**config.mk**
```make
export PLATFORM = sky130hd
export DESIGN_NAME = izhikevich_neuron_step
export DESIGN_NICKNAME = d
export VERILOG_FILES = /design/src/hw/rtl/izh_pkg.sv /design/src/hw/rtl/izhikevich_neuron_step.sv /design/src/hw/rtl/izh_mul.sv
export SDC_FILE = /design/constraint.sdc
export NUM_CORES = 2
export LEC_CHECK = 0
export BUFFER_PORTS_ARGS = -buffer_cell sky130_fd_sc_hd__buf_4
export CAP_MARGIN = 25
export CORE_ASPECT_RATIO = 0.6
export CORE_MARGIN = 1.5
export CORE_UTILIZATION = 60
export DETAILED_ROUTE_END_ITERATION = 16
export GPL_TIMING_DRIVEN = 0
export HOLD_SLACK_MARGIN = 0.06
export PLACE_DENSITY = 0.77
export REMOVE_ABC_BUFFERS = 1
export SLEW_MARGIN = 20
export SYNTH_ARGS = -nofsm -noshare
export SYNTH_HDL_FRONTEND = slang
export SYNTH_HIERARCHICAL = 1
export SYNTH_SLANG_ARGS = --single-unit
export TNS_END_PERCENT = 5
```
**constraint.sdc**
```tcl
create_clock -name clk -period 26.5 [get_ports clk]
set_input_delay 5.3 -clock clk [delete_from_list [all_inputs] [get_ports clk]]
set_output_delay 5.3 -clock clk [all_outputs]
set_load 0.01 [all_outputs]
```
**src/hw/rtl/izh_pkg.sv**
```systemverilog
// Shared types, constants and helpers for the Izhikevich neuron step block.
package izh_pkg;

	typedef logic signed [31:0] q16_t;
	typedef logic signed [47:0] wide_t;
	typedef logic [24:0] energy_t;
	typedef logic [20:0] tstep_t;

	// Request to the shared multiplier
	typedef struct packed {
		logic start;
		logic shift32;
	} mul_req_t;

	localparam q16_t K_SQUARE = 32'sd171798692;
	localparam q16_t K_BIAS = 32'sd9175040;
	localparam q16_t K_THRESH = 32'sd1966080;
	localparam energy_t E_ONE = 25'd16777216;
	localparam energy_t E_COST = 25'd83886;
	// Recharge is floor(dt * 8 / 3125): estimate with floor(2^35 / 3125), then correct
	localparam q16_t RECHARGE_MUL = 32'sd10995116;
	localparam int RECHARGE_DIV = 3125;
	localparam int INC_W = 13;

	// Clamp a sum to the signed 32-bit range
	function automatic q16_t sat32(input logic signed [48:0] x);
		q16_t r;
		if (x > 49'sh0_7FFF_FFFF) begin
			r = 32'sh7FFF_FFFF;
		end else if (x < -49'sh0_8000_0000) begin
			r = 32'sh8000_0000;
		end else begin
			r = q16_t'(x[31:0]);
		end
		return r;
	endfunction

endpackage

```
**src/hw/rtl/izhikevich_neuron_step.sv**
```systemverilog
// Top level of the Izhikevich neuron step: configuration, state, sequencer and output register.
//
// channel  | handshake             | payload
// ---------+-----------------------+--------------------------------------------------
// input    | in_valid / in_stall   | command, stimulus_current
// output   | out_valid / out_stall | spiked, potential_out, recovery_out, energy_out
// config   | cfg_write             | cfg_index, cfg_data
//
// An advance beat runs seven multiplications through the one shared 32x32 multiplier,
// then the correction, update and output steps. A reinitialize beat runs one multiplication
// only with automatic recovery, and none without it.
// Reset loads the default configuration and the resting state; no clearing pass.
// The input is stalled while a beat is in work; a finished result waits in the output register
// and the next beat may be accepted meanwhile.
module izhikevich_neuron_step (
	input  logic                 clk,
	input  logic                 arst_n,
	input  logic                 in_valid,
	output logic                 in_stall,
	input  logic                 command,
	input  izh_pkg::q16_t        stimulus_current,
	output logic                 out_valid,
	input  logic                 out_stall,
	output logic                 spiked,
	output izh_pkg::q16_t        potential_out,
	output izh_pkg::q16_t        recovery_out,
	output izh_pkg::energy_t     energy_out,
	input  logic                 cfg_write,
	input  logic [2:0]           cfg_index,
	input  logic [31:0]          cfg_data
);
	import izh_pkg::*;

	typedef enum logic [2:0] {
		CFG_A, CFG_B, CFG_C, CFG_D, CFG_DT, CFG_INIT_V, CFG_INIT_U, CFG_AUTO
	} cfg_idx_t;

	typedef enum logic [3:0] {
		S_IDLE, S_SQ, S_KS, S_DV, S_BV, S_AD, S_DU, S_INC, S_FIX, S_UPD, S_RB, S_EMIT
	} state_t;

	typedef logic signed [36:0] lin_t;

	state_t state_q;
	state_t mul_next;

	// Configuration
	q16_t a_q, b_q, c_q, d_q, init_v_q, init_u_q;
	tstep_t dt_q;
	logic auto_q;

	// Neuron state
	q16_t v_q, u_q;
	energy_t e_q;
	logic spk_q;

	// Working registers
	lin_t lin_q;
	wide_t w_q;
	q16_t vn_q, un_q;
	logic [INC_W-1:0] inc_q;

	// Output register
	logic out_valid_q;
	logic spiked_q;
	q16_t pot_q, rec_q;
	energy_t en_q;

	logic busy_q;
	logic is_mul;
	logic in_accept;
	mul_req_t mul_req;
	wide_t mul_x;
	q16_t mul_y;
	logic mul_done;
	wide_t mul_res;

	lin_t lin;
	logic spk;
	q16_t v_next, u_next;
	energy_t e_cost, e_next;
	logic [24:0] rem;

	assign in_stall = (state_q != S_IDLE);
	assign in_accept = in_valid && !in_stall;
	assign out_valid = out_valid_q;
	assign spiked = spiked_q;
	assign potential_out = pot_q;
	assign recovery_out = rec_q;
	assign energy_out = en_q;

	// Select multiplier operands for each step
	always_comb begin
		is_mul = 1'b1;
		mul_next = S_IDLE;
		mul_x = w_q;
		mul_y = '0;
		mul_req.shift32 = 1'b0;
		unique case (state_q) inside
			S_SQ: begin
				mul_x = 48'(v_q);
				mul_y = v_q;
				mul_next = S_KS;
			end
			S_KS: begin
				mul_y = K_SQUARE;
				mul_req.shift32 = 1'b1;
				mul_next = S_DV;
			end
			S_DV: begin
				mul_y = {11'b0, dt_q};
				mul_next = S_BV;
			end
			S_BV: begin
				mul_x = 48'(b_q);
				mul_y = v_q;
				mul_next = S_AD;
			end
			S_AD: begin
				mul_y = a_q;
				mul_next = S_DU;
			end
			S_DU: begin
				mul_y = {11'b0, dt_q};
				mul_next = S_INC;
			end
			S_INC: begin
				mul_x = {27'b0, dt_q};
				mul_y = RECHARGE_MUL;
				mul_req.shift32 = 1'b1;
				mul_next = S_FIX;
			end
			S_RB: begin
				mul_x = 48'(b_q);
				mul_y = v_q;
				mul_next = S_EMIT;
			end
			S_IDLE, S_FIX, S_UPD, S_EMIT: is_mul = 1'b0;
		endcase
		mul_req.start = is_mul && !busy_q;
	end

	izh_mul u_mul (
		.clk    (clk),
		.arst_n (arst_n),
		.req    (mul_req),
		.x      (mul_x),
		.y      (mul_y),
		.done   (mul_done),
		.res    (mul_res)
	);

	// Linear part of the potential derivative, taken at acceptance
	always_comb begin
		lin = (37'(v_q) <<< 2) + 37'(v_q) + 37'(K_BIAS) - 37'(u_q) + 37'(stimulus_current);
	end

	// Spike handling and energy bookkeeping
	always_comb begin
		spk = (vn_q >= K_THRESH);
		v_next = spk ? c_q : vn_q;
		u_next = spk ? sat32(49'(un_q) + 49'(d_q)) : un_q;
		if (spk) begin
			e_cost = (e_q > E_COST) ? (e_q - E_COST) : '0;
		end else begin
			e_cost = e_q;
		end
		e_next = ((E_ONE - e_cost) <= 25'(inc_q)) ? E_ONE : (e_cost + 25'(inc_q));
		rem = 25'({dt_q, 3'b000}) - 25'(inc_q) * 25'(RECHARGE_DIV);
	end

	// Sequencer, configuration, neuron state and output register
	always_ff @(posedge clk or negedge arst_n) begin
		if (!arst_n) begin
			state_q <= S_IDLE;
			busy_q <= 1'b0;
			a_q <= 32'sd1311;
			b_q <= 32'sd13107;
			c_q <= -32'sd4259840;
			d_q <= 32'sd524288;
			dt_q <= 21'd65536;
			init_v_q <= -32'sd4259840;
			init_u_q <= -32'sd851968;
			auto_q <= 1'b1;
			v_q <= -32'sd4259840;
			u_q <= -32'sd851968;
			e_q <= E_ONE;
			spk_q <= 1'b0;
			out_valid_q <= 1'b0;
			spiked_q <= 1'b0;
			pot_q <= '0;
			rec_q <= '0;
			en_q <= '0;
		end else begin
			// Register writes
			if (cfg_write) begin
				unique case (cfg_idx_t'(cfg_index))
					CFG_A:      a_q <= cfg_data;
					CFG_B:      b_q <= cfg_data;
					CFG_C:      c_q <= cfg_data;
					CFG_D:      d_q <= cfg_data;
					CFG_DT:     dt_q <= cfg_data[20:0];
					CFG_INIT_V: init_v_q <= cfg_data;
					CFG_INIT_U: init_u_q <= cfg_data;
					CFG_AUTO:   auto_q <= cfg_data[0];
				endcase
			end

			// Drop the output beat once taken, unless a new one replaces it
			if (out_valid_q && !out_stall && state_q != S_EMIT) begin
				out_valid_q <= 1'b0;
			end

			// Hold the multiplier busy flag
			if (mul_req.start) begin
				busy_q <= 1'b1;
			end
			if (mul_done) begin
				busy_q <= 1'b0;
			end

			unique case (state_q)
				S_IDLE: begin
					if (in_accept) begin
						if (command) begin
							v_q <= init_v_q;
							e_q <= E_ONE;
							spk_q <= 1'b0;
							if (auto_q) begin
								state_q <= S_RB;
							end else begin
								u_q <= init_u_q;
								state_q <= S_EMIT;
							end
						end else begin
							state_q <= S_SQ;
						end
					end
				end
				S_SQ, S_KS, S_DV, S_BV, S_AD, S_DU, S_INC: begin
					if (mul_done) state_q <= mul_next;
				end
				S_RB: begin
					if (mul_done) begin
						u_q <= sat32(49'(mul_res));
						state_q <= mul_next;
					end
				end
				S_FIX: state_q <= S_UPD;
				S_UPD: begin
					v_q <= v_next;
					u_q <= u_next;
					e_q <= e_next;
					spk_q <= spk;
					state_q <= S_EMIT;
				end
				S_EMIT: begin
					if (!out_valid_q || !out_stall) begin
						out_valid_q <= 1'b1;
						spiked_q <= spk_q;
						pot_q <= v_q;
						rec_q <= u_q;
						en_q <= e_q;
						state_q <= S_IDLE;
					end
				end
			endcase
		end
	end

	// Working registers of the Euler step
	always_ff @(posedge clk) begin
		if (in_accept) begin
			lin_q <= lin;
		end
		case (state_q)
			S_SQ: if (mul_done) w_q <= mul_res;
			S_KS: if (mul_done) w_q <= mul_res + 48'(lin_q);
			S_DV: if (mul_done) vn_q <= sat32(49'(v_q) + 49'(mul_res));
			S_BV: if (mul_done) w_q <= mul_res - 48'(u_q);
			S_AD: if (mul_done) w_q <= mul_res;
			S_DU: if (mul_done) un_q <= sat32(49'(u_q) + 49'(mul_res));
			S_INC: if (mul_done) inc_q <= mul_res[INC_W-1:0];
			// Correct the reciprocal estimate by one where the remainder is too large
			S_FIX: inc_q <= inc_q + INC_W'(rem >= 25'(RECHARGE_DIV));
			default: ;
		endcase
	end

	// Energy never exceeds one
	a_energy_cap: assert property (@(posedge clk) disable iff (!arst_n)
		e_q <= E_ONE) else $error("energy above one");
	// A multiplier result arrives only for a request in flight
	a_done_busy: assert property (@(posedge clk) disable iff (!arst_n)
		mul_done |-> busy_q && is_mul) else $error("unexpected multiplier result");
	// An accepted beat always starts work
	a_accept_work: assert property (@(posedge clk) disable iff (!arst_n)
		in_accept |=> state_q != S_IDLE) else $error("accepted beat dropped");

endmodule

```
**src/hw/rtl/izh_mul.sv**
```systemverilog
// Shared sign-magnitude fixed-point multiplier: two 32x32 partial products, shift, saturate.
module izh_mul (
	input  logic              clk,
	input  logic              arst_n,
	input  izh_pkg::mul_req_t req,
	input  izh_pkg::wide_t    x,
	input  izh_pkg::q16_t     y,
	output logic              done,
	output izh_pkg::wide_t    res
);
	import izh_pkg::*;

	typedef enum logic [2:0] {M_IDLE, M_LO, M_HI, M_ADD, M_FIN} mstate_t;

	mstate_t state_q;
	logic [47:0] mx_q;
	logic [31:0] my_q;
	logic neg_q;
	logic s32_q;
	logic [63:0] prod_q;
	logic [79:0] acc_q;

	logic [47:0] mag_x;
	logic [31:0] mag_y;
	logic [31:0] mop;
	logic [63:0] prod;
	logic [63:0] sh;
	logic sat;
	logic [46:0] mag_r;

	// Magnitudes of the operands
	always_comb begin
		mag_x = x[47] ? 48'(-x) : 48'(x);
		mag_y = y[31] ? 32'(-y) : 32'(y);
	end

	// Single 32x32 multiplier: low half of x first, then high half
	always_comb begin
		mop = (state_q == M_LO) ? mx_q[31:0] : {16'b0, mx_q[47:32]};
		prod = 64'(mop) * 64'(my_q);
	end

	// Shift, saturate and restore the sign
	always_comb begin
		sh = s32_q ? {16'b0, acc_q[79:32]} : acc_q[79:16];
		sat = |sh[63:47];
		mag_r = sat ? {47{1'b1}} : sh[46:0];
		res = neg_q ? -wide_t'({1'b0, mag_r}) : wide_t'({1'b0, mag_r});
		done = (state_q == M_FIN);
	end

	// Sequencer
	always_ff @(posedge clk or negedge arst_n) begin
		if (!arst_n) begin
			state_q <= M_IDLE;
		end else begin
			unique case (state_q)
				M_IDLE: if (req.start) state_q <= M_LO;
				M_LO:   state_q <= M_HI;
				M_HI:   state_q <= M_ADD;
				M_ADD:  state_q <= M_FIN;
				M_FIN:  state_q <= M_IDLE;
			endcase
		end
	end

	// Operand and accumulator registers
	always_ff @(posedge clk) begin
		case (state_q)
			M_IDLE: begin
				if (req.start) begin
					mx_q <= mag_x;
					my_q <= mag_y;
					neg_q <= x[47] ^ y[31];
					s32_q <= req.shift32;
				end
			end
			M_LO: prod_q <= prod;
			M_HI: begin
				prod_q <= prod;
				acc_q <= {16'b0, prod_q};
			end
			M_ADD: acc_q <= acc_q + {prod_q[47:0], 32'b0};
			default: ;
		endcase
	end

	// Start only when free
	a_start_idle: assert property (@(posedge clk) disable iff (!arst_n)
		req.start |-> state_q == M_IDLE) else $error("multiplier started while busy");
	// Fixed latency from start to result
	a_latency: assert property (@(posedge clk) disable iff (!arst_n)
		req.start |-> ##4 done) else $error("multiplier result late");
	// Result magnitude never exceeds the 47-bit limit
	a_res_range: assert property (@(posedge clk) disable iff (!arst_n)
		done |-> res != 48'sh8000_0000_0000) else $error("multiplier result out of range");

endmodule

```
==> results.toml <==
[status]
status = "completed"

[sta]
fin_crit_sh = 0.4454
setup_slack_ns = 14.70
max_freq_ghz = 0.08472
setup_violations = 0
hold_violations = 0
worst_pin_slew_ns = 1.206
grt_setup_unrepaired = "no"
finClkSkew_ns = 0.06871
relSlewSlack = 0.1961
final-max-slew-violation-count = 0
tns_ns = 0
period_needed_ns = 11.80

[logic_synthesis]
netlist_area_sq_mm = 0.09219
synth_common_cells = "1297 x inv_1, 1155 x nand2_1, 1022 x fa_1"
synth.area.top_cells = "fa_1 22%, edfxtp_1 12%, ha_1 9.4%, dfrtp_1 8.4%, inv_1 5.3%"
syn_avg_cell_area_sq_um = 9.262
synth_warnings = 6
synth_seq_area_share = 0.2318
ys_seq_elements = 775
synth_ff_type = "edfxtp_1"
async_flop_share = 0.5200
yosysTopAreaCell = "fa_1"
syn_inst = 9954
synth_edf_count = 372
yosysTopAreaCellShare = 0.2219
synth.distinct_cells = 126
yosysMostFrequentCell = "inv_1"

[detailed_routing]
wl_per_cell_um = 26.47
ant_nets = 0
via_per_inst = 6.478
vias = 77570
routed_wl_um = 316900
initialDrtViolationCount = 11170
drc_errors = 0
firstDrtPassIters = 9

[cts]
postCtsHoldBufs = 0
clk_latency_ns = 0.73
cts_setup_buffers = 0
clock_sinks = 775
root_buffer = "clkbuf_16"
cts_inserted_buffers = 78
clock_path_buffers = 3
cts_tree = "done"
clkTransAtPathRegs_ns = 0.07
cts_resized = 0
htreeDepth = 3

[place]
port_buffers = 164
place_congestion = 1.024
place_hpwl_um = 253800
place_ws_ns = 15.34

[critical_path]
rrSetupSlack_ns = 14.70
cp_common_cell = "fa_1"
crit_fanout = 20
cp-end-kind = "register"
cp_data_required_time_ns = 26.95
start_kind = "register"
slowest_delay_ns = 0.90
critPathBufInv = 9
worstPathArrival_ns = 12.25
critPathTopFamily = "adder cells"
slowest_stage = "and2_1"
critPathKind = "reg -> reg"

[floorplan]
row_count = 111
num_io_pins = 165
dieArea_sq_mm = 0.1561
die_x_um = 509.1
core_area_sq_mm = 0.1526
initial_core_util = 0.6040
die_h_um = 306.6

[hold_path]
hp-class = "reg -> reg"

[global_routing]
first_global_vias = 75940
antenna_found_initial = 21
grt_pass1_wl_um = 476200
grt_max_degree = 95
overflow = 0
grt_usage = 0.4054

[cells_and_area]
drive_above_1_share = 0.1048
nets = 11650
syn2layout_area_growth_pct = 7.926

[run]
cap_viol_max_count = 0
[kinds of logic after synthesis]
logic type | count (synthesis) | synth area share
DFF | 775 | 0.2318
AOI/OAI and AO/OA | 1886 | 0.1317
and+or+nand+nor | 2916 | 0.1566
xor gates and xnor gates | 492 | 0.04674
adders and majority gates | 1730 | 0.3176
muxes | 329 | 0.03972
buffers and inverters | 1826 | 0.07585
[cell type report]
class	instances	area, sq um
diodes	10	25.02
clock buffers	106	2168
clock inverters	40	500.5
fillers	12260	53130
inverters	1297	4868
multi-input cells	7353	64160
flip-flops and latches	775	21370
well taps	2034	2545
repair buffers	359	3867
[registers in the layout (all words and copies together) (netlist names), 32 cells and up]
name / cells
u_mul/acc_q: 64
u_mul/prod_q: 64
u_mul/mx_q: 48
w_q: 48
lin_q: 37
a_q: 32
b_q: 32
c_q: 32
d_q: 32
init_u_q: 32
init_v_q: 32
potential_out: 32
recovery_out: 32
u_mul/my_q: 32
u_q: 32
un_q: 32
v_q: 32
vn_q: 32
[path summary, 6_finish.rpt]
| kind | start | endpoint | depth (start not counted) |
|---|---|---|---|
| worst max-delay path | u_mul/state_q[0]$_DFFE_PN0P_ | u_mul/prod_q[63]$_DFFE_PN_ | 30 |
| worst min-delay path | spk_q$_DFFE_PN0P_ | spk_q$_DFFE_PN0P_ | 2 |
| worst max register to register | u_mul/state_q[0]$_DFFE_PN0P_ | u_mul/prod_q[63]$_DFFE_PN_ | 30 |
| worst min register to register | spk_q$_DFFE_PN0P_ | spk_q$_DFFE_PN0P_ | 2 |
| max in group asynchronous | arst_n | potential_out[31]$_DFFE_PN0P_ | 3 |
| min in group asynchronous | arst_n | energy_out[11]$_DFFE_PN0P_ | 1 |
[metrics by stage]
stage,instance area (sq um),cells,util,hold WS [ns]
global placement,93850,11620,0.6149,0.4674
detailed placement,96680,11810,0.6334,0.4664
global route,99480,11970,0.6518,0.4921
CTS,99350,11960,0.6509,0.4825
floorplan,90070,9425,-,0.4431
finish,99500,11970,0.6519,0.4745
[worst min-delay path, cell delays in order, from the launching register on]
cell and delay, ns:
dfrtp_1 0.34, nand2_1 0.05, nand2_1 0.05
[metal layers]
layer  part of all wire  global-route usage  vias to the layer above
li1                   -                   -                    33300
met1               0.43              0.6285                    38330
met2               0.38              0.5199                     5313
met3               0.16              0.1512                      616
met4              0.032              0.1068                        4
met5           0.000069                   0                        -
[placed cells by master (no fill, tap or decap), drive strengths merged, types with 33 or more instances in the layout]
| master | instances |
|---|---|
| nand2b | 70 |
| o31ai | 55 |
| nor2 | 370 |
| and3 | 364 |
| a21oi | 547 |
| xor2 | 185 |
| and2 | 399 |
| nand2 | 1156 |
| o21a | 50 |
| dfstp | 92 |
| a211oi | 50 |
| mux2 | 295 |
| nand4 | 84 |
| a21o | 184 |
| fa | 1022 |
| mux2i | 34 |
| xnor2 | 307 |
| dfrtp | 311 |
| o21bai | 60 |
| nor2b | 43 |
| inv | 1304 |
| a22o | 33 |
| o21ai | 525 |
| nor4 | 43 |
| nand3 | 101 |
| buf | 359 |
| or3 | 43 |
| o211ai | 33 |
| nor3 | 130 |
| a31oi | 75 |
| edfxtp | 372 |
| clkbuf | 106 |
| a222oi | 37 |
| ha | 693 |
Power is not shown: default switching activity piles up to over one toggle a cycle in this logic, so the estimate is an artifact.
